[src/hdl/affine_vigenere_letter_cipher_unit_defines.svh]
// assertion macros shared by the letter cipher rtl
// expects i_clk and the active-low synchronous reset i_rst_n in the using module
`ifndef AFFINE_VIGENERE_LETTER_CIPHER_UNIT_DEFINES_SVH
`define AFFINE_VIGENERE_LETTER_CIPHER_UNIT_DEFINES_SVH

// consequent must hold in the same cycle as the antecedent
`define AVLC_ASSERT_NOW(lbl, ante, cons) \
    lbl: assert property (@(posedge i_clk) disable iff (!i_rst_n) (ante) |-> (cons)) \
        else $error("letter cipher check failed");

// consequent must hold in the cycle after the antecedent
`define AVLC_ASSERT_NEXT(lbl, ante, cons) \
    lbl: assert property (@(posedge i_clk) disable iff (!i_rst_n) (ante) |=> (cons)) \
        else $error("letter cipher check failed");

`endif

[src/hdl/avlc_pkg.sv]
// shared types, constants and helper functions of the letter cipher
// no dependencies
package avlc_pkg;

    // key table geometry
    localparam int KEY_MAX   = 64;
    localparam int KEY_AW    = $clog2(KEY_MAX);
    localparam int KEY_IDX_W = 6;
    localparam int KEY_W     = 5;
    localparam int LEN_W     = 7;
    localparam int CHAR_W    = 8;
    localparam int MULT_W    = 5;

    // configuration port
    localparam int CFG_AW = 2;
    localparam int CFG_DW = 7;
    localparam logic [CFG_AW-1:0] CFG_MULTIPLIER    = 2'd0;
    localparam logic [CFG_AW-1:0] CFG_DECRYPT_MODE  = 2'd1;
    localparam logic [CFG_AW-1:0] CFG_PROGRESS_MODE = 2'd2;
    localparam logic [CFG_AW-1:0] CFG_KEY_LENGTH    = 2'd3;

    // item kinds
    localparam logic FUNC_KEY_LOAD = 1'b0;
    localparam logic FUNC_CIPHER   = 1'b1;

    // alphabet
    localparam logic [KEY_W-1:0]  ALPHA     = 5'd26;
    localparam logic [KEY_W-1:0]  LAST_LTR  = 5'd25;
    localparam logic [CHAR_W-1:0] CH_LO_A   = 8'h61;
    localparam logic [CHAR_W-1:0] CH_LO_Z   = 8'h7A;
    localparam logic [CHAR_W-1:0] CH_UP_A   = 8'h41;
    localparam logic [CHAR_W-1:0] CH_UP_Z   = 8'h5A;

    // key store write port
    typedef struct packed {
        logic               en;
        logic [KEY_AW-1:0]  addr;
        logic [KEY_W-1:0]   data;
    } t_key_wr;

    // (hi * 64) mod 26 for the upper five bits of an 11-bit value
    localparam logic [4:0] HI_MOD [32] = '{
        5'd0,  5'd12, 5'd24, 5'd10, 5'd22, 5'd8,  5'd20, 5'd6,
        5'd18, 5'd4,  5'd16, 5'd2,  5'd14, 5'd0,  5'd12, 5'd24,
        5'd10, 5'd22, 5'd8,  5'd20, 5'd6,  5'd18, 5'd4,  5'd16,
        5'd2,  5'd14, 5'd0,  5'd12, 5'd24, 5'd10, 5'd22, 5'd8
    };

    // inverse multipliers mod 26, zero where none exists and for 1, which inverse_of handles
    localparam logic [4:0] INV_TAB [26] = '{
        5'd0, 5'd0, 5'd0, 5'd9,  5'd0, 5'd21, 5'd0, 5'd15, 5'd0, 5'd3,
        5'd0, 5'd19, 5'd0, 5'd0, 5'd0, 5'd7,  5'd0, 5'd23, 5'd0, 5'd11,
        5'd0, 5'd5, 5'd0, 5'd17, 5'd0, 5'd25
    };

    // ascii letter test
    function automatic logic is_letter(input logic [CHAR_W-1:0] c);
        return ((c >= CH_LO_A) && (c <= CH_LO_Z)) || ((c >= CH_UP_A) && (c <= CH_UP_Z));
    endfunction

    // inverse of the affine multiplier
    function automatic logic [KEY_W-1:0] inverse_of(input logic [MULT_W-1:0] m);
        logic [KEY_W-1:0] r;
        if (m == 5'd1) begin
            r = 5'd1;
        end else if (m < ALPHA) begin
            r = INV_TAB[m];
        end else begin
            r = '0;
        end
        return r;
    endfunction

    // reduce an 11-bit value mod 26: table on the high part, then a small fold
    function automatic logic [KEY_W-1:0] mod26(input logic [10:0] x);
        logic [6:0] s;
        logic [6:0] r;
        s = 7'(HI_MOD[x[10:6]]) + 7'(x[5:0]);
        if (s >= 7'd78) begin
            r = s - 7'd78;
        end else if (s >= 7'd52) begin
            r = s - 7'd52;
        end else if (s >= 7'd26) begin
            r = s - 7'd26;
        end else begin
            r = s;
        end
        return r[KEY_W-1:0];
    endfunction

endpackage

[src/hdl/avlc_key_store.sv]
// key table: memory with per-entry valid bits and write-to-read forwarding
// depends on avlc_pkg and the assertion macro header
`include "affine_vigenere_letter_cipher_unit_defines.svh"

module avlc_key_store
    import avlc_pkg::*;
(
    input  logic              i_clk,
    input  logic              i_rst_n,
    input  logic              i_rd_en,
    input  logic [KEY_AW-1:0] i_rd_addr,
    input  t_key_wr           i_wr,
    output logic [KEY_W-1:0]  o_rd_data
);

    logic [KEY_W-1:0]   r_mem [KEY_MAX];
    logic [KEY_MAX-1:0] r_valid;
    logic [KEY_W-1:0]   r_q;
    logic               r_q_vld;
    logic               r_fwd;
    logic [KEY_W-1:0]   r_fwd_data;
    logic               n_fwd;

    // write lands in the same cycle as a read of that entry
    assign n_fwd = i_wr.en && (i_wr.addr == i_rd_addr);

    // memory array, no reset
    always_ff @(posedge i_clk) begin
        if (i_wr.en) begin
            r_mem[i_wr.addr] <= i_wr.data;
        end
        if (i_rd_en) begin
            r_q        <= r_mem[i_rd_addr];
            r_fwd_data <= i_wr.data;
        end
    end

    // valid bits stand in for the all-zero reset of the table
    always_ff @(posedge i_clk) begin
        if (!i_rst_n) begin
            r_valid <= '0;
            r_q_vld <= 1'b0;
            r_fwd   <= 1'b0;
        end else begin
            if (i_rd_en) begin
                r_q_vld <= r_valid[i_rd_addr];
                r_fwd   <= n_fwd;
            end
            if (i_wr.en) begin
                r_valid[i_wr.addr] <= 1'b1;
            end
        end
    end

    // forwarded data wins, unwritten entries read as zero
    assign o_rd_data = r_fwd ? r_fwd_data : (r_q_vld ? r_q : '0);

    `AVLC_ASSERT_NEXT(a_wr_marks_valid, i_wr.en, r_valid[$past(i_wr.addr)])
    `AVLC_ASSERT_NEXT(a_fwd_on_hit, i_rd_en && n_fwd, o_rd_data == $past(i_wr.data))
    `AVLC_ASSERT_NEXT(a_plain_read_zero, i_rd_en && !n_fwd && !r_valid[i_rd_addr],
        o_rd_data == '0)

endmodule

[src/hdl/avlc_cipher_core.sv]
// affine letter transform of one byte with one shared multiplier
// depends on avlc_pkg
module avlc_cipher_core
    import avlc_pkg::*;
(
    input  logic [CHAR_W-1:0] i_char,
    input  logic [KEY_W-1:0]  i_key,
    input  logic [MULT_W-1:0] i_mult,
    input  logic              i_decrypt,
    output logic              o_letter,
    output logic [CHAR_W-1:0] o_char
);

    logic              lower;
    logic [CHAR_W-1:0] base;
    logic [KEY_W-1:0]  v;
    logic [5:0]        op_a;
    logic [KEY_W-1:0]  op_b;
    logic [10:0]       prod;
    logic [10:0]       sum;
    logic [KEY_W-1:0]  r;
    logic [CHAR_W-1:0] diff;

    // letter class and value
    assign o_letter = is_letter(i_char);
    assign lower    = (i_char >= CH_LO_A);
    assign base     = lower ? CH_LO_A : CH_UP_A;
    assign diff     = i_char - base;
    assign v        = diff[KEY_W-1:0];

    // operands of the one multiplier
    assign op_a = i_decrypt ? (6'(v) + 6'(ALPHA) - 6'(i_key)) : 6'(v);
    assign op_b = i_decrypt ? inverse_of(i_mult) : i_mult;
    assign prod = 11'(op_a) * 11'(op_b);
    assign sum  = prod + (i_decrypt ? 11'd0 : 11'(i_key));
    assign r    = mod26(sum);

    // non-letters pass through
    assign o_char = o_letter ? (base + CHAR_W'(r)) : i_char;

endmodule

[src/hdl/affine_vigenere_letter_cipher_unit.sv]
// Affine / Vigenere letter cipher on a byte stream. One item is accepted per
// clock cycle unless a cipher item waits on a stalled output register. The item
// register and the key table's registered read load at the accepting edge; a
// cipher result loads into the output register when its item retires. Key-load
// items (tuser 0) write the table and give no beat out; cipher items (tuser 1)
// give exactly one beat. The key table is cleared at reset by per-entry valid
// bits, so the block is ready right after reset.
// Configuration is to be written only while the stream is idle, a rule on the user that the block leaves unchecked.
// depends on avlc_pkg, avlc_key_store, avlc_cipher_core and the macro header
`include "affine_vigenere_letter_cipher_unit_defines.svh"

module affine_vigenere_letter_cipher_unit
    import avlc_pkg::*;
(
    input  logic              i_clk,
    input  logic              i_rst_n,
    input  logic              i_cfg_we,
    input  logic [CFG_AW-1:0] i_cfg_addr,
    input  logic [CFG_DW-1:0] i_cfg_wdata,
    input  logic              s_axis_tvalid,
    output logic              s_axis_tready,
    input  logic [23:0]       s_axis_tdata,   // key_index[5:0], key_value[10:6], char_in[18:11]
    input  logic [0:0]        s_axis_tuser,   // func[0]
    output logic              m_axis_tvalid,
    input  logic              m_axis_tready,
    output logic [7:0]        m_axis_tdata    // char_out[7:0]
);

    localparam logic [LEN_W-1:0] LEN_MAX = LEN_W'(KEY_MAX);
    localparam logic [LEN_W-1:0] LEN_ONE = LEN_W'(1);

    // configuration registers
    logic [MULT_W-1:0] r_mult;
    logic              r_dec;
    logic              r_prog;
    logic [LEN_W-1:0]  r_klen;

    // input fields
    logic                 in_func;
    logic [KEY_IDX_W-1:0] in_kidx;
    logic [KEY_W-1:0]     in_kval;
    logic [CHAR_W-1:0]    in_char;
    logic                 in_letter;
    logic                 s_acc;

    // key position
    logic [KEY_AW-1:0] r_pos;
    logic [LEN_W-1:0]  len_eff;
    logic [KEY_AW-1:0] pos_eff;
    logic [LEN_W-1:0]  pos_inc;
    logic [KEY_AW-1:0] n_pos;

    // item register
    logic                 r_s_vld;
    logic                 r_s_func;
    logic [KEY_IDX_W-1:0] r_s_kidx;
    logic [KEY_W-1:0]     r_s_kval;
    logic [CHAR_W-1:0]    r_s_char;
    logic [KEY_AW-1:0]    r_s_pos;
    logic                 s_ret;
    logic                 out_free;

    // datapath
    logic [KEY_W-1:0]  key;
    logic              core_letter;
    logic [CHAR_W-1:0] core_char;
    t_key_wr           key_wr;
    logic [KEY_W-1:0]  kval_red;
    logic              kidx_ok;

    // result register
    logic              r_out_vld;
    logic [CHAR_W-1:0] r_out_data;

    assign in_func   = s_axis_tuser[0];
    assign in_kidx   = s_axis_tdata[5:0];
    assign in_kval   = s_axis_tdata[10:6];
    assign in_char   = s_axis_tdata[18:11];
    assign in_letter = is_letter(in_char);

    // configuration writes
    always_ff @(posedge i_clk) begin
        if (!i_rst_n) begin
            r_mult <= 5'd1;
            r_dec  <= 1'b0;
            r_prog <= 1'b0;
            r_klen <= LEN_ONE;
        end else if (i_cfg_we) begin
            case (i_cfg_addr)
                CFG_MULTIPLIER:    r_mult <= i_cfg_wdata[MULT_W-1:0];
                CFG_DECRYPT_MODE:  r_dec  <= i_cfg_wdata[0];
                CFG_PROGRESS_MODE: r_prog <= i_cfg_wdata[0];
                CFG_KEY_LENGTH:    r_klen <= i_cfg_wdata[LEN_W-1:0];
                default:           r_mult <= r_mult;
            endcase
        end
    end

    // handshake: a cipher item retires into a free result register, a key load retires at once
    assign out_free      = !r_out_vld || m_axis_tready;
    assign s_ret         = r_s_vld && ((r_s_func == FUNC_KEY_LOAD) || out_free);
    assign s_axis_tready = !r_s_vld || s_ret;
    assign s_acc         = s_axis_tvalid && s_axis_tready;

    // effective key length and position
    always_comb begin
        if (r_klen == '0) begin
            len_eff = LEN_ONE;
        end else if (r_klen > LEN_MAX) begin
            len_eff = LEN_MAX;
        end else begin
            len_eff = r_klen;
        end
        pos_eff = (LEN_W'(r_pos) >= len_eff) ? '0 : r_pos;
        pos_inc = LEN_W'(pos_eff) + LEN_ONE;
        n_pos   = (pos_inc >= len_eff) ? '0 : pos_inc[KEY_AW-1:0];
    end

    // position advances on each accepted cipher letter
    always_ff @(posedge i_clk) begin
        if (!i_rst_n) begin
            r_pos <= '0;
        end else if (s_acc && (in_func == FUNC_CIPHER) && in_letter) begin
            r_pos <= n_pos;
        end
    end

    // item register
    always_ff @(posedge i_clk) begin
        if (!i_rst_n) begin
            r_s_vld <= 1'b0;
        end else if (s_acc) begin
            r_s_vld <= 1'b1;
        end else if (s_ret) begin
            r_s_vld <= 1'b0;
        end
    end

    always_ff @(posedge i_clk) begin
        if (s_acc) begin
            r_s_func <= in_func;
            r_s_kidx <= in_kidx;
            r_s_kval <= in_kval;
            r_s_char <= in_char;
            r_s_pos  <= pos_eff;
        end
    end

    avlc_key_store u_key_store (
        .i_clk     (i_clk),
        .i_rst_n   (i_rst_n),
        .i_rd_en   (s_acc),
        .i_rd_addr (pos_eff),
        .i_wr      (key_wr),
        .o_rd_data (key)
    );

    avlc_cipher_core u_cipher_core (
        .i_char    (r_s_char),
        .i_key     (key),
        .i_mult    (r_mult),
        .i_decrypt (r_dec),
        .o_letter  (core_letter),
        .o_char    (core_char)
    );

    // key table write: a key load, or the progress step of a used entry
    assign kval_red = (r_s_kval >= ALPHA) ? (r_s_kval - ALPHA) : r_s_kval;
    assign kidx_ok  = ((KEY_IDX_W + 1)'(r_s_kidx) < (KEY_IDX_W + 1)'(KEY_MAX));

    always_comb begin
        key_wr = '0;
        if (s_ret) begin
            if (r_s_func == FUNC_KEY_LOAD) begin
                key_wr.en   = kidx_ok;
                key_wr.addr = r_s_kidx[KEY_AW-1:0];
                key_wr.data = kval_red;
            end else begin
                key_wr.en   = core_letter && r_prog;
                key_wr.addr = r_s_pos;
                key_wr.data = (key == LAST_LTR) ? '0 : (key + KEY_W'(1));
            end
        end
    end

    // result register
    always_ff @(posedge i_clk) begin
        if (!i_rst_n) begin
            r_out_vld <= 1'b0;
        end else if (s_ret && (r_s_func == FUNC_CIPHER)) begin
            r_out_vld <= 1'b1;
        end else if (m_axis_tready) begin
            r_out_vld <= 1'b0;
        end
    end

    always_ff @(posedge i_clk) begin
        if (s_ret && (r_s_func == FUNC_CIPHER)) begin
            r_out_data <= core_char;
        end
    end

    assign m_axis_tvalid = r_out_vld;
    assign m_axis_tdata  = r_out_data;

    `AVLC_ASSERT_NEXT(a_result_loaded, s_ret && (r_s_func == FUNC_CIPHER), m_axis_tvalid)
    `AVLC_ASSERT_NOW(a_stall_cause, !s_axis_tready,
        r_s_vld && (r_s_func == FUNC_CIPHER) && r_out_vld && !m_axis_tready)
    `AVLC_ASSERT_NEXT(a_pos_single,
        s_acc && (in_func == FUNC_CIPHER) && in_letter && (len_eff == LEN_ONE), r_pos == '0)

endmodule
[config.mk]
export PLATFORM = sky130hd
export DESIGN_NAME = affine_vigenere_letter_cipher_unit
export DESIGN_NICKNAME = d
export VERILOG_FILES = /design/src/hdl/avlc_pkg.sv /design/src/hdl/avlc_key_store.sv /design/src/hdl/avlc_cipher_core.sv /design/src/hdl/affine_vigenere_letter_cipher_unit.sv
export VERILOG_INCLUDE_DIRS = /design/src /design/src/hdl
export SDC_FILE = /design/constraint.sdc
export NUM_CORES = 1
export LEC_CHECK = 0
export BUFFER_PORTS_ARGS = -buffer_cell sky130_fd_sc_hd__buf_4
export CORE_MARGIN = 5
export CORE_UTILIZATION = 45
export CTS_BUF_LIST = sky130_fd_sc_hd__clkbuf_2
export DETAILED_ROUTE_END_ITERATION = 12
export GPL_TIMING_DRIVEN = 0
export PLACE_DENSITY_LB_ADDON = 0.15
export SLEW_MARGIN = 40
export SYNTH_ARGS = -nofsm -noshare
export SYNTH_HDL_FRONTEND = slang
export SYNTH_HIERARCHICAL = 1
export SYNTH_SLANG_ARGS = --single-unit
export TNS_END_PERCENT = 30
[constraint.sdc]
create_clock -name i_clk -period 25.6 [get_ports i_clk]
set_input_delay 3.84 -clock i_clk [delete_from_list [all_inputs] [get_ports i_clk]]
set_output_delay 3.84 -clock i_clk [all_outputs]
set_load 0.05 [all_outputs]
* Word-level counts from Yosys, hierarchy flattened
Memory sizes are Yosys's and may differ from the RTL's. A register that Yosys moved wholly into a read port is not among the register bits.
Index checks and enable logic that the tools add are counted.
** Storage, ports and cells
- Word-level logic and storage cells :: 125
- Latch bits :: 0
- Memories kept :: 3
- Register bits :: 127
- Output and inout port bits :: 10
- ROM bits :: 320
- Memory bits (writable) :: 320
** Operators by class
- Bitwise gates (word level) :: 4
- $lt $le $gt $ge :: 21
- $add $sub $neg :: 12
- Multipliers :: 1
- Shift operators :: 0
- Div/mod/pow operators :: 0
- Mux-type cells :: 34
- Reductions and logical operators :: 27
- Equal/unequal tests :: 6
** Memory list
- u_key_store.r_mem :: depth 64, bits a word 5, rd ports 1, clocked after memory_dff 1, wr ports 1, line avlc_key_store.sv:16 : logic [KEY_W-1:0] r_mem [KEY_MAX];
- (name not given) :: depth 32, bits a word 5, rd ports 1, clocked after memory_dff 0, wr ports 0, line avlc_pkg.sv:67 : r = INV_TAB[m];
- (name not given) :: depth 32, bits a word 5, rd ports 1, clocked after memory_dff 0, wr ports 0, line avlc_pkg.sv:78 : s = 7'(HI_MOD[x[10:6]]) + 7'(x[5:0]);
** Operators by type and width (count)
- two-way mux 5 bit :: 15
- bitwise OR 64 bit :: 1
- >= comparator 8 x 7 -> 1 bit (second input constant) :: 4
- less-or-equal comparator 8 x 7 -> 1 bit (second input constant) :: 4
- two-way mux 12 bit :: 2
- two-way mux 6 bit :: 4
- subtractor 5 bit (second input constant) :: 3
- < comparator 6 x 7 -> 1 bit (second input constant) :: 2
- two-way mux 7 bit :: 2
- >= comparator 6 bit (second input constant) :: 2
- logical AND 1 bit :: 12
- NOT 5 -> 6 bit :: 2
- adder 11 bit :: 1
- multiplier 6 x 5 -> 11 bit :: 1
- adder 7 x 5 -> 8 bit :: 1
- two-way mux 1 bit :: 8
- two-way mux 8 bit :: 1
- AND reduction 2 bit :: 4
- adder 5 x 6 -> 7 bit :: 1
- adder 6 x 1 -> 7 bit (second input constant) :: 1
- >= comparator 6 x 7 -> 1 bit :: 1
- >= comparator 7 x 5 -> 1 bit (second input constant) :: 1
- >= comparator 7 x 6 -> 1 bit (second input constant) :: 1
- >= comparator 7 bit :: 1
- other kinds (23) :: 30

* Depth between registers and ports, before layout
Gate-level depths: netlist of run 1.
- Depth after elaboration :: 20
- Depth in mapped cells :: 44
- Gate-level depth less buffers :: 43

* Hierarchy
The synthesis of run 1 kept the hierarchy.
** By module, submodules not included
- avlc_key_store :: area an instance 15401.0 um^2, times used 1, seq. area each 11230.8 um^2, cells each 776
- avlc_cipher_core :: area an instance 2839.0 um^2, times used 1, seq. area each 0.0 um^2, cells each 379
- affine_vigenere_letter_cipher_unit :: area an instance 2767.7 um^2, times used 1, seq. area each 1461.4 um^2, cells each 258

* Worst setup path before layout of run 1
OpenSTA, ideal clock, no wires.
- Kind :: register -> register
- From :: register r_s_char[0]
- To :: register r_out_data[6], in the netlist m_axis_tdata[6] (data pin)
- Slack :: 16.774 ns
- Cell stages (with the launch flop) :: 41
- Data required time :: 25.338 ns
- Library setup time :: 0.262 ns
- Data arrival time :: 8.563 ns
- Buffers on the path :: 1
- Cell sequence :: edfxtp_1 inv_1 ha_1 nor3b_1 xnor2_1 ha_1 inv_1 ha_1 xnor2_1 nor2_1 a21oi_1 nand2_1 fa_1 fa_1 fa_1 inv_1 ha_1 nor2b_1 (+5 left out) buf_2 inv_1 ha_1 mux2i_1 mux2_2 fa_1 inv_1 ha_1 nand3b_1 a21boi_1 a21oi_1 o2111a_2 a31oi_1 xnor2_1 ha_1 nand2_1 nor3_1 a31oi_1
** On the way
- Longest elaborated chain between the ends :: 17
- Elaborated cells between the ends (all ways) :: 30
- Classes of those cells :: add/sub: 9; mul: 1; order compare: 7; mux: 8; bitwise: 1; reduce/logical: 3; memory: 1
** RTL lines
- start: declaration :: line affine_vigenere_letter_cipher_unit.sv:58 : logic [CHAR_W-1:0] r_s_char;
- start signal: assignment :: line affine_vigenere_letter_cipher_unit.sv:144 : r_s_char <= in_char;
- subtractor 5 bit :: line avlc_cipher_core.sv:28 : assign diff = i_char - base;
- adder 5 x 5 -> 6 bit :: line avlc_cipher_core.sv:32 : assign op_a = i_decrypt ? (6'(v) + 6'(ALPHA) - 6'(i_key)) : 6'(v);
- subtractor 6 x 5 -> 6 bit :: line avlc_cipher_core.sv:32
- two-way mux 6 bit :: line avlc_cipher_core.sv:32
- multiplier 6 x 5 -> 11 bit :: line avlc_cipher_core.sv:34 : assign prod = 11'(op_a) * 11'(op_b);
- adder 11 bit :: line avlc_cipher_core.sv:35 : assign sum = prod + (i_decrypt ? 11'd0 : 11'(i_key));
- NOT 5 -> 6 bit (not written as such) :: line avlc_pkg.sv:78
- memory read (32 x 5 bit)
- two-way mux 5 bit (not written as such) (2 in a row) :: line avlc_pkg.sv:78
- adder 5 x 6 -> 7 bit :: line avlc_pkg.sv:78
- >= comparator 7 x 5 -> 1 bit / subtractor 5 bit (equally long branches) :: line avlc_pkg.sv:83, avlc_pkg.sv:84
- two-way mux 5 bit :: line avlc_pkg.sv:83 : end else if (s >= 7'd26) begin
- two-way mux 5 bit :: line avlc_pkg.sv:81 : end else if (s >= 7'd52) begin
- two-way mux 5 bit :: line avlc_pkg.sv:79 : if (s >= 7'd78) begin
- adder 7 x 5 -> 8 bit :: line avlc_cipher_core.sv:39 : assign o_char = o_letter ? (base + CHAR_W'(r)) : i_char;
- two-way mux 8 bit * :: line avlc_cipher_core.sv:39
- net core_char[6] :: line affine_vigenere_letter_cipher_unit.sv:66 : logic [CHAR_W-1:0] core_char;
- end signal: assignment :: line affine_vigenere_letter_cipher_unit.sv:199 : r_out_data <= core_char;
- end: declaration :: line affine_vigenere_letter_cipher_unit.sv:73 : logic [CHAR_W-1:0] r_out_data;
Mark *: on every way through the listed nets, which the timed path passes. The rest lies on a longest branch. The select of a mux whose other input is x is not followed.
A chain may end at the register's enable or synchronous reset.

* Worst setup path in the final report of run 1
- From :: register u_key_store.r_fwd
- To :: register r_out_data[6], in the netlist m_axis_tdata[6] (data pin)
** On the way
- Longest elaborated chain between the ends :: 16
- Elaborated cells between the ends (all ways) :: 22
- Classes of those cells :: add/sub: 7; mul: 1; order compare: 3; mux: 9; bitwise: 1; memory: 1
** RTL lines
- start: declaration :: line avlc_key_store.sv:20 : logic r_fwd;
- start signal: assignment :: line avlc_key_store.sv:47 : r_fwd <= n_fwd;
- two-way mux 5 bit * :: line avlc_key_store.sv:56 : assign o_rd_data = r_fwd ? r_fwd_data : (r_q_vld ? r_q : '0);
- net key[1] :: line affine_vigenere_letter_cipher_unit.sv:64 : logic [KEY_W-1:0] key;
- subtractor 6 x 5 -> 6 bit :: line avlc_cipher_core.sv:32
- two-way mux 6 bit :: line avlc_cipher_core.sv:32
- multiplier 6 x 5 -> 11 bit :: line avlc_cipher_core.sv:34
- adder 11 bit * :: line avlc_cipher_core.sv:35
- NOT 5 -> 6 bit (not written as such) :: line avlc_pkg.sv:78
- memory read (32 x 5 bit)
- two-way mux 5 bit (not written as such) (2 in a row) :: line avlc_pkg.sv:78
- adder 5 x 6 -> 7 bit * :: line avlc_pkg.sv:78
- >= comparator 7 x 5 -> 1 bit / subtractor 5 bit (equally long branches) :: line avlc_pkg.sv:83, avlc_pkg.sv:84
- two-way mux 5 bit :: line avlc_pkg.sv:83
- two-way mux 5 bit :: line avlc_pkg.sv:81
- two-way mux 5 bit * :: line avlc_pkg.sv:79
- adder 7 x 5 -> 8 bit * :: line avlc_cipher_core.sv:39
- two-way mux 8 bit * :: line avlc_cipher_core.sv:39
- net core_char[6] :: line affine_vigenere_letter_cipher_unit.sv:66
Marks and branches as above.

==> key figures, run 1 <==
Clock tree
  – Post-CTS setup buffer count: 0
  – H-tree depth: 3
  – Max clock buf depth: 3
  – Clock slew at reported path FFs: roughly 120 ps
  – Clock Root Buffer: clkbuf_2
  – CTS sink cnt: 452
  – Post-CTS Hold Fix Bufs: 0
  – CTS tree: yes
  – Worst skew pair latency: 1100 ps
  – PostCTS Resize Cnt: 0
  – Num CTS Buffers: around 110

Floorplanning
  – Top Ports: 49
  – DIE HEIGHT: approximately 230 um
  – Core area: ~0.046 mm^2
  – Die Width: 226 um
  – Std-Cell Rows: 79
  – Initial core utilization: 0.453
  – Die area: 0.0511 mm^2

Routing
  – 1st-iter DRT viols: 862
  – Drt total wl: 51,800 um
  – # DRC: 0
  – Detailed Routing Iterations Pass 1: 5
  – Via density: 5.58
  – Post-route ant nets: 0
  – Total number of vias: 12,700
  – Wire per inst: 22.7 um

STA
  – Worst rel slew slack: 0.444
  – RSZ-0062 raised after global routing: no
  – Setup_tns: 0 ps
  – Final hold violations: 0
  – Final setup violation count: 0
  – FMAX: 96.9 MHz
  – Period Utilization, post-route: 0.403
  – Actual slew at the worst max-slew pin: 831 ps
  – Final max-slew violation count: 0
  – Tmin final: between 10,000 and 15,000 ps
  – Clock skew: 116 ps
  – Final hold slack: 464 ps

Setup path
  – Worst path top cell family by delay: adder cells
  – CP startpoint kind: flip-flop
  – Crit path depth: 41
  – Reg-to-reg critical path startpoint: u_key_store/r_fwd$_SDFFE_PN0P_
  – CP required: between 20,000 and 30,000 ps
  – Worst setup path class: reg -> reg
  – Critical path's most frequent cell: ha_1
  – Worst-path maximum fanout: 10
  – Worst path max stage delay: 740 ps
  – R2r endpoint: m_axis_tdata[6]$_DFFE_PP_
  – Buf+Inv Stages, Crit Path: 6
  – CP Data Arrival Time: 11,120 ps
  – Critical Path Sink: m_axis_tdata[6]$_DFFE_PP_
  – Crit path max-delay cell type: fa_1
  – Critical Path Start: u_key_store/r_fwd$_SDFFE_PN0P_
  – R2R setup slack: 15,290 ps
  – Endpoint class of the critical path: flip-flop
  – Reg2reg path depth: 41

Pwr
  – Total power: 1.48 mW
  – Leak: approximately 8.3 nW
  – Power Dens Cells: around 63 mW/mm^2
  – Worst VDD drop: approximately 43 uV

Synthesis
  – Average size of a mapped cell: roughly 15 um^2
  – Syn nets: around 1,500
  – Ys async rst share: 0
  – Synthesized flop and latch total: 452
  – Yosys Warn Count: 6
  – Sequential share of the synthesized area: 0.604
  – Cell Area, Synth: 0.0210 mm^2
  – Post-synth EDFFs: 364
  – Netlist cell types: 82
  – Prevailing post-synth register cell: edfxtp_1
  – Synth Instances: 1,413

Cells and area
  – Synth-to-layout area growth: 11.4%
  – Post-route cell area: 0.0234 mm^2
  – Non-Filler Instances: about 2,300
  – Layout fillers: 4,023
  – Layout cells sized above 1: 0.253
  – Register area: 0.0127 mm^2
  – Commonest non-fill, non-tap cell in the layout: edfxtp_1
  – Multi-input gate area: just under 0.008 mm^2
  – NumNets Final: 1,710
  – Commonest non-fill, non-tap cells in the layout: edfxtp_1 (364), clkbuf_2 (172), nor2_1 (130)

Global routing
  – Global-route wire length before repair: 79,000 um
  – Grt total ovfl: 0
  – Vias in the first global route: approximately 13,000
  – GR Util All Layers: 0.206
  – Largest net degree at the start of global routing: 40
  – Initial antenna violation count: 1

Status
  – Status: completed

Worst hold path
  – Hold Path Class: reg -> reg

Placement
  – Placed instance count: 2,077
  – Final HPWL DP: 36,700 um
  – Area after DPL: 0.0224 mm^2
  – Port Buffer Count: 43
  – Gp weighted congestion: ~0.85

Run
  – Max Cap Violations: 0
==> worst min path at each step <==
stage / startpoint / end / slack [ps] / depth (start not counted)
after floorplan: u_key_store/r_valid[37]$_SDFFE_PN0P_ / u_key_store/r_valid[37]$_SDFFE_PN0P_ / 440 / 1
after global placement: u_key_store/r_valid[38]$_SDFFE_PN0P_ / u_key_store/r_valid[38]$_SDFFE_PN0P_ / 440 / 1
after detailed placement: u_key_store/r_valid[6]$_SDFFE_PN0P_ / u_key_store/r_valid[6]$_SDFFE_PN0P_ / 450 / 1
after CTS: u_key_store/r_valid[6]$_SDFFE_PN0P_ / u_key_store/r_valid[6]$_SDFFE_PN0P_ / 470 / 1
after global routing: u_key_store/r_valid[49]$_SDFFE_PN0P_ / u_key_store/r_valid[49]$_SDFFE_PN0P_ / 490 / 1
final: u_key_store/r_valid[6]$_SDFFE_PN0P_ / u_key_store/r_valid[6]$_SDFFE_PN0P_ / 460 / 1
==> area by class of cell <==
cell class                      instances  share of cell area
Timing Repair Buffer                   57              0.0223
Clock inverter                         38             0.00812
Antenna cell                            1            0.000107
Sequential cell                       452               0.542
Inverter                               76              0.0122
Clock buffer                          167              0.0357
Multi-Input combinational cell        824               0.334
Tap cell                              607              0.0324
Buffer                                 61              0.0128
==> synthesized netlist by cell type, drive strengths merged (16+ instances only) <==
library cell | count | share of area
edfxtp | 364 | 0.52
clkbuf | 40 | 0.0071
mux2i | 38 | 0.018
a21oi | 35 | 0.0091
dfxtp | 88 | 0.084
buf | 21 | 0.0068
nand3 | 28 | 0.0069
fa | 19 | 0.018
nand4 | 16 | 0.0048
o21ai | 38 | 0.0091
nand2 | 58 | 0.010
inv | 74 | 0.013
o21a | 67 | 0.024
mux4 | 116 | 0.12
ha | 69 | 0.041
xnor2 | 18 | 0.0079
nor2b | 22 | 0.0066
nor2 | 135 | 0.024
==> flip-flops by register name, summed over array words and instances, names as in the netlist <==
| register | flops |
|---|---|
| m_axis_tdata | 8 |
| m_axis_tvalid | 1 |
| r_dec | 1 |
| r_klen | 7 |
| r_mult | 5 |
| r_pos | 6 |
| r_prog | 1 |
| r_s_char | 8 |
| r_s_func | 1 |
| r_s_kidx | 6 |
| r_s_kval | 5 |
| r_s_pos | 6 |
| r_s_vld | 1 |
| u_key_store/r_fwd | 1 |
| u_key_store/r_fwd_data | 5 |
| u_key_store/r_mem | 320 |
| u_key_store/r_q | 5 |
| u_key_store/r_q_vld | 1 |
| u_key_store/r_valid | 64 |
==> through the flow <==
stage	util	setup slack, ps
final	0.505	15290
after global routing	0.505	14610
after CTS	0.505	15310
after detailed placement	0.483	15400
after global placement	0.477	14220
after floorplan	-	16770
==> report_power, final <==
part           total (mW)  internal [mW]  switching (mW)
combinational       0.202         0.0830           0.119
clock               0.474          0.186           0.288
sequential          0.799          0.795         0.00331
total                1.48           1.06           0.411
==> logic make-up (layout without fill, tap and decap cells) <==
| family | Yosys count | after routing | share of synthesized area |
|---|---|---|---|
| compound gates | 215 | 215 | 0.0740 |
| xor+xnor | 27 | 27 | 0.0120 |
| fa+ha+maj | 88 | 88 | 0.0592 |
| buf+inv | 137 | 399 | 0.0276 |
| flops | 452 | 452 | 0.604 |
| mux | 162 | 162 | 0.147 |
| other cells | 0 | 1 | 0 |
| simple gates | 332 | 332 | 0.0763 |
==> layer usage <==
| metal | track usage | share of wire | vias up |
|---|---|---|---|
| met5 | 0 | 0 | - |
| met4 | 0.0596 | 0.018 | 0 |
| met1 | 0.288 | 0.44 | 6470 |
| li1 | - | - | 5826 |
| met2 | 0.329 | 0.47 | 382 |
| met3 | 0.0434 | 0.065 | 71 |
No activity file was read; power rests on OpenSTA's default activity.
==> inputs of run 2 (changes only) <==
==> constraint.sdc (replaced) <==
create_clock -name i_clk -period 10 [get_ports i_clk]
set_input_delay 1.5 -clock i_clk [delete_from_list [all_inputs] [get_ports i_clk]]
set_output_delay 1.5 -clock i_clk [all_outputs]
set_load 0.05 [all_outputs]
==> key figures, run 2 (synthesis results as in run 1) <==
Cells and area
  – Synth-to-layout area growth: 12.2%
  – Final Util: 0.508 (+0.00332)
  – Non-Filler Instances: 2,290 (+0.31%)
  – Register area: 0.0127 mm^2 (about the same)
  – Post-route cell area: 0.0236 mm^2 (+0.66%)
  – Layout cells sized above 1: 0.266 (+0.0132)
  – Multi-input gate area: 0.00791 mm^2 (+1.2%)
  – Commonest non-fill, non-tap cells in the layout: edfxtp_1 (364), clkbuf_2 (172), nor2_1 (130)
  – Top flop regs: u_key_store/r_mem (320), u_key_store/r_valid (64)
  – Layout fillers: 4,011 (-0.30%)
  – Max reg flops: 320 (unchanged)
  – Commonest non-fill, non-tap cell in the layout: edfxtp_1
  – NumNets Final: 1,717 (+0.41%)
  – Most flops, register: u_key_store/r_mem

Floorplanning
  – Core area: 0.0464 mm^2 (unchanged)
  – Std-Cell Rows: 79 (unchanged)
  – Initial core utilization: 0.453 (unchanged)
  – Die area: 0.0511 mm^2 (unchanged)
  – Top Ports: 49 (unchanged)
  – Die Width: 226 um (unchanged)
  – DIE HEIGHT: 226 um (unchanged)

Setup path
  – Worst path max stage delay: 630 ps (-110 ps)
  – CP required: 10,790 ps (-15,610 ps)
  – CP startpoint kind: flip-flop
  – Worst setup path class: reg -> reg
  – CP Data Arrival Time: 10,320 ps (-800 ps)
  – Endpoint class of the critical path: flip-flop
  – Worst-path maximum fanout: 7 (-3)
  – R2R setup slack: 470 ps (-14,820 ps)
  – Crit path max-delay cell type: fa_2

Global routing
  – GR Util All Layers: 0.206 (+0.000230)
  – Grt total ovfl: 0 (unchanged)
  – Vias in the first global route: 13,200 (+0.083%)
  – Initial antenna violation count: 1 (unchanged)
  – Largest net degree at the start of global routing: 40 (unchanged)
  – Global-route wire length before repair: 79,100 um (+0.12%)

Routing
  – Drt total wl: 51,900 um (+0.34%)
  – Via density: 5.61 (+0.48%)
  – Wire per inst: 22.7 um (about the same)
  – 1st-iter DRT viols: 866 (+0.46%)
  – Total number of vias: 12,800 (+0.78%)
  – Post-route ant nets: 0 (unchanged)
  – # DRC: 0 (unchanged)
  – Detailed Routing Iterations Pass 1: 5 (unchanged)

Run
  – Max Cap Violations: 0 (unchanged)

STA
  – Tmin final: 9530 ps (-784 ps)
  – Actual slew at the worst max-slew pin: 855 ps (+23.7 ps)
  – Worst rel slew slack: 0.428 (-0.0159)
  – Period Utilization, post-route: 0.953 (+0.550)
  – Final hold violations: 0 (unchanged)
  – Final max-slew violation count: 0 (unchanged)
  – FMAX: 105 MHz (+8.2%)
  – Clock skew: 138 ps (+21.9 ps)
  – Setup_tns: 0 ps (unchanged)
  – Worst setup margin: 469 ps (-14,820 ps)
  – Final setup violation count: 0 (unchanged)

Clock tree
  – CTS sink cnt: 452 (unchanged)
  – Worst skew pair latency: 1120 ps (+20 ps)
  – Max clock buf depth: 3 (unchanged)
  – H-tree depth: 3 (unchanged)
  – Clock slew at reported path FFs: 90 ps (-30 ps)
  – Num CTS Buffers: 111 (unchanged)
  – CTS tree: yes
  – Clock Root Buffer: clkbuf_2

Placement
  – Port Buffer Count: 43 (unchanged)
  – Dpl ws: -196 ps (-15,600 ps)
  – Area after DPL: 0.0224 mm^2 (unchanged)
  – Gp weighted congestion: 0.851 (unchanged)
  – Placed instance count: 2,077 (unchanged)
  – Final HPWL DP: 36,700 um (unchanged)

Worst hold path
  – Hold Path Class: reg -> reg

Status
  – Status: completed

Pwr
  – Leak: 8.33 nW (+0.32%)
  – Power Dens Cells: 161 mW/mm^2 (+160%)
  – Worst VDD drop: 115 uV (+170%)
==> run 2: cell type report <==
class / count / area share
Clock buffer: 167 / 0.0355
Sequential cell: 452 / 0.539
Multi-Input combinational cell: 824 / 0.336
Tap cell: 607 / 0.0322
Buffer: 61 / 0.0131
Inverter: 76 / 0.0121
Antenna cell: 1 / 0.000106
Clock inverter: 38 / 0.00807
Timing Repair Buffer: 64 / 0.0244
==> run 2: report_power, final <==
group / internal, mW / total, mW / switching (mW)
combinational: 0.226 / 0.537 / 0.311
sequential: 2.04 / 2.04 / 0.00849
clock: 0.476 / 1.22 / 0.739
total: 2.74 / 3.80 / 1.06
==> run 2: stage by stage <==
| step | total power, mW | hold WS (ps) |
|---|---|---|
| 6_report | 3.80 | 464 |
| 5_1_grt | 4.00 | 490 |
| 4_1_cts | 3.83 | 442 |
| 3_5_place_dp | 2.60 | 448 |
| 3_3_place_gp | 2.58 | 442 |
| 2_1_floorplan | 2.48 | 435 |
==> run 2: timing repair <==
item,4_1_cts,5_1_grt
hold buffers,0,0
pin swaps,0,1
setup endpoints to repair,7,7
resized for setup,6,20
setup buffers,0,7
==> run 2: worst paths after layout <==
path | depth (start not counted) | end | startpoint
max reg2reg | 38 | m_axis_tdata[6]$_DFFE_PP_ | r_s_char[1]$_DFFE_PP_
max | 38 | m_axis_tdata[6]$_DFFE_PP_ | r_s_char[1]$_DFFE_PP_
min reg2reg | 1 | u_key_store/r_valid[6]$_SDFFE_PN0P_ | u_key_store/r_valid[6]$_SDFFE_PN0P_
min | 1 | u_key_store/r_valid[6]$_SDFFE_PN0P_ | u_key_store/r_valid[6]$_SDFFE_PN0P_
==> run 2: worst max-delay path: cells and delay by family, from the launching register on <==
kind                     cells  cell delay, ps
buffers and inverters        6             480
flip-flops                   1             460
XOR/XNOR                     1             170
adder cells (fa/ha/maj)     13            4780
AND/OR/NAND/NOR              8            1600
AO/OA/AOI/OAI               10            1760
==> run 2: per-layer routing <==
layer / GRT usage / part of all wire / routed length (um) / vias up
li1: - / - / - / 5841
met4: 0.0598 / 0.018 / 935 / 0
met5: 0 / 0 / 0 / -
met1: 0.289 / 0.44 / 22800 / 6505
met3: 0.0435 / 0.070 / 3650 / 70
met2: 0.329 / 0.47 / 24500 / 433
==> inputs of run 3 (changes only) <==
--- a/config.mk
+++ b/config.mk
@@ -6,6 +6,7 @@
 export SDC_FILE = /design/constraint.sdc
 export NUM_CORES = 1
 export LEC_CHECK = 0
+export ABC_AREA = 1
 export BUFFER_PORTS_ARGS = -buffer_cell sky130_fd_sc_hd__buf_4
 export CORE_MARGIN = 5
 export CORE_UTILIZATION = 45
@@ -13,6 +14,7 @@
 export DETAILED_ROUTE_END_ITERATION = 12
 export GPL_TIMING_DRIVEN = 0
 export PLACE_DENSITY_LB_ADDON = 0.15
+export RECOVER_POWER = 25
 export SLEW_MARGIN = 40
 export SYNTH_ARGS = -nofsm -noshare
 export SYNTH_HDL_FRONTEND = slang
==> key figures, run 3 <==
Setup path
  – Worst path max stage delay: 690 ps (+60 ps)
  – CP Data Arrival Time: 10,100 ps (-220 ps)
  – R2r endpoint: m_axis_tdata[6]$_DFFE_PP_
  – Reg-to-reg critical path startpoint: r_s_char[0]$_DFFE_PP_
  – Worst setup path class: reg -> reg
  – Reg2reg path depth: 50 (+32%)
  – CP startpoint kind: flip-flop
  – Endpoint class of the critical path: flip-flop
  – R2R setup slack: 780 ps (+310 ps)
  – CP required: 10,880 ps (+90 ps)
  – Worst-path maximum fanout: 8 (+1)
  – Crit path max-delay cell type: fa_1
  – Critical path's most frequent cell: inv_1

Clock tree
  – CTS tree: yes
  – Post-CTS Hold Fix Bufs: 0 (unchanged)
  – Post-CTS setup buffer count: 0 (unchanged)
  – CTS sink cnt: 452 (unchanged)
  – Clock Root Buffer: clkbuf_2
  – Worst skew pair latency: 1160 ps (+40 ps)
  – Max clock buf depth: 3 (unchanged)
  – Clock slew at reported path FFs: 120 ps (+30 ps)
  – PostCTS Resize Cnt: 0 (-6)
  – Num CTS Buffers: 115 (+3.6%)
  – H-tree depth: 3 (unchanged)

Status
  – Status: finished, violations left
  – Failing checks: max-capacitance violations, max-slew violations

Placement
  – Port Buffer Count: 43 (unchanged)
  – Placed instance count: 2,943 (+42%)
  – Area after DPL: 0.0232 mm^2 (+3.5%)
  – Final HPWL DP: 47,300 um (+29%)
  – Gp weighted congestion: 0.969 (+14%)

Synthesis
  – Biggest area consumer among synthesized cells: edfxtp_1
  – Post-synth top area share: 0.501 (-0.0195)
  – Count leader, synth: nor2_1
  – Post-synth EDFFs: 364 (unchanged)
  – Syn nets: 2,401 (+56%)
  – Ys async rst share: 0 (unchanged)
  – Sequential share of the synthesized area: 0.582 (-0.0227)
  – Yosys Warn Count: 6 (unchanged)
  – Netlist cell types: 52 (-37%)
  – Synth Instances: 2,274 (+61%)
  – Synthesized flop and latch total: 452 (unchanged)
  – Average size of a mapped cell: 9.60 um^2 (-35%)
  – Synth area leaders: edfxtp_1 (50%), dfxtp_1 (8.1%), nor2_1 (7.4%)
  – Cell Area, Synth: 0.0218 mm^2 (+3.9%)
  – Prevailing post-synth register cell: edfxtp_1
  – Commonest cells post-synth: nor2_1 (433), nand2_1 (415), edfxtp_1 (364)

Cells and area
  – Final Util: 0.505 (-0.00296)
  – Most flops, register: u_key_store/r_mem
  – Register area: 0.0127 mm^2 (about the same)
  – NumNets Final: 2,572 (+50%)
  – Commonest non-fill, non-tap cells in the layout: nor2_1 (433), nand2_1 (416), edfxtp_1 (364)
  – Post-route cell area: 0.0242 mm^2 (+2.6%)
  – Layout cells sized above 1: 0.131 (-0.135)
  – Top flop regs: u_key_store/r_mem (320), u_key_store/r_valid (64)
  – Max reg flops: 320 (unchanged)
  – Non-Filler Instances: 3,160 (+38%)
  – Multi-input gate area: 0.00795 mm^2 (+0.44%)
  – Commonest non-fill, non-tap cell in the layout: nor2_1
  – Layout fillers: 4,515 (+13%)
  – Synth-to-layout area growth: 10.8%

STA
  – RSZ-0062 raised after global routing: no
  – Period Utilization, post-route: 0.922 (-0.0308)
  – Final hold violations: 0 (unchanged)
  – Clock skew: 93.4 ps (-44.7 ps)
  – Worst rel slew slack: -0.544 (-0.971)
  – Final hold slack: 481 ps (+17.3 ps)
  – Actual slew at the worst max-slew pin: 2320 ps (+1460 ps)
  – Final max-slew violation count: 147 (+147)
  – FMAX: 108 MHz (+3.3%)
  – Tmin final: 9220 ps (-308 ps)
  – Final setup violation count: 0 (unchanged)

Worst hold path
  – Hold Crit Start: u_key_store/r_valid[30]$_SDFFE_PN0P_
  – Hold Path Class: reg -> reg
  – Worst hold stages: 2 (+1)
  – Hold path endpoint: u_key_store/r_valid[30]$_SDFFE_PN0P_

Global routing
  – Global-route wire length before repair: 99,300 um (+26%)
  – Grt total ovfl: 0 (unchanged)
  – Initial antenna violation count: 2 (+1)
  – Largest net degree at the start of global routing: 49 (+23%)
  – Vias in the first global route: 16,600 (+25%)
  – GR Util All Layers: 0.247 (+0.0411)

Pwr
  – Leak: 9.54 nW (+14%)
  – Worst VDD drop: 131 uV (+14%)
  – Power Dens Cells: 185 mW/mm^2 (+15%)

Routing
  – Wire per inst: 21.2 um (-6.4%)
  – Post-route ant nets: 0 (unchanged)
  – Via density: 5.49 (-2.1%)
  – 1st-iter DRT viols: 1,684 (+94%)
  – # DRC: 0 (unchanged)
  – Total number of vias: 17,400 (+35%)
  – Detailed Routing Iterations Pass 1: 5 (unchanged)
  – Drt total wl: 67,000 um (+29%)

Run
  – Max Cap Violations: 4 (+4)

Floorplanning
  – DIE HEIGHT: 230 um (+1.8%)
  – Std-Cell Rows: 80 (+1.3%)
  – Die Width: 230 um (+1.8%)
  – Top Ports: 49 (unchanged)
  – Core area: 0.0478 mm^2 (+3.2%)
  – Initial core utilization: 0.456 (+0.00301)
  – Die area: 0.0530 mm^2 (+3.7%)
==> run 3: changes by cell type after synthesis, sizes merged, moves of 30 or more <==
cell | previous run | this run
mux2i | 38 | 0
buf | 21 | 51
nand2 | 58 | 432
o21a | 67 | 1
o21ai | 38 | 223
mux4 | 116 | 0
inv | 74 | 180
nand3 | 28 | 146
o22ai | 4 | 86
nor2 | 135 | 442
==> run 3: stage by stage <==
step                      TNS [ps]  total power [mW]  worst slack [ps]
after global routing             0              4.77              35.5
after global placement        -250              3.20             -11.5
after CTS                        0              4.53               719
final                            0              4.48               777
after floorplan                  0              2.98              1680
after detailed placement         0              3.22               758
==> run 3: power breakdown <==
| part | leakage, nW | internal, mW | total (mW) | switching [mW] |
|---|---|---|---|---|
| Sequential | 4.07 | 2.05 | 2.05 | 0.00979 |
| Combinational | 4.64 | 0.380 | 1.12 | 0.745 |
| Clock | 0.819 | 0.531 | 1.30 | 0.774 |
| Total | 9.54 | 2.96 | 4.48 | 1.53 |
==> run 3: logic make-up (layout without fill, tap and decap cells) <==
| group | count (synthesis) | in the layout | synth area share |
|---|---|---|---|
| AOI/OAI and AO/OA | 374 | 374 | 0.0964 |
| DFF | 452 | 452 | 0.582 |
| other | 0 | 4 | 0 |
| xor gates and xnor gates | 17 | 17 | 0.00717 |
| adders and majority gates | 88 | 88 | 0.0570 |
| buffers and inverters | 279 | 546 | 0.0542 |
| and+or+nand+nor | 1064 | 1064 | 0.204 |
==> run 3: final cells by class <==
class,instances,share of cell area
Sequential cell,452,0.525
Multi-Input combinational cell,1543,0.329
Clock buffer,164,0.0340
Tap cell,615,0.0318
Inverter,183,0.0287
Buffer,96,0.0204
Timing Repair Buffer,54,0.0190
Clock inverter,49,0.0120
Antenna cell,4,0.000414
==> run 3: per-layer routing <==
metal	track usage	wire (um)	up-vias
li1	-	-	8158
met1	0.323	27300	8262
met2	0.403	31300	787
met3	0.0581	6100	143
met4	0.0956	2380	0
met5	0	0	-
==> run 3: worst max-delay path by stage <==
stage | depth (start not counted) | slack, ps | startpoint | to
global route | 49 | 40 | r_s_char[0]$_DFFE_PP_ | m_axis_tdata[6]$_DFFE_PP_
detailed placement | 50 | 760 | r_s_char[0]$_DFFE_PP_ | m_axis_tdata[6]$_DFFE_PP_
CTS | 49 | 720 | r_s_char[0]$_DFFE_PP_ | m_axis_tdata[6]$_DFFE_PP_
global placement | 9 | -10 | m_axis_tready | u_key_store/r_mem[27][0]$_DFFE_PP_
floorplan | 49 | 1680 | r_s_char[0]$_DFFE_PP_ | m_axis_tdata[4]$_DFFE_PP_
finish | 50 | 780 | r_s_char[0]$_DFFE_PP_ | m_axis_tdata[6]$_DFFE_PP_
==> run 3: critical path, delay by kind of cell, from the launching register on <==
family                     cells  cell delay (ps)
AOI/OAI and AO/OA              6              750
xor gates and xnor gates       2              440
DFF                            1              480
buffers and inverters         13             1010
adders and majority gates     11             4040
and+or+nand+nor               18             2250
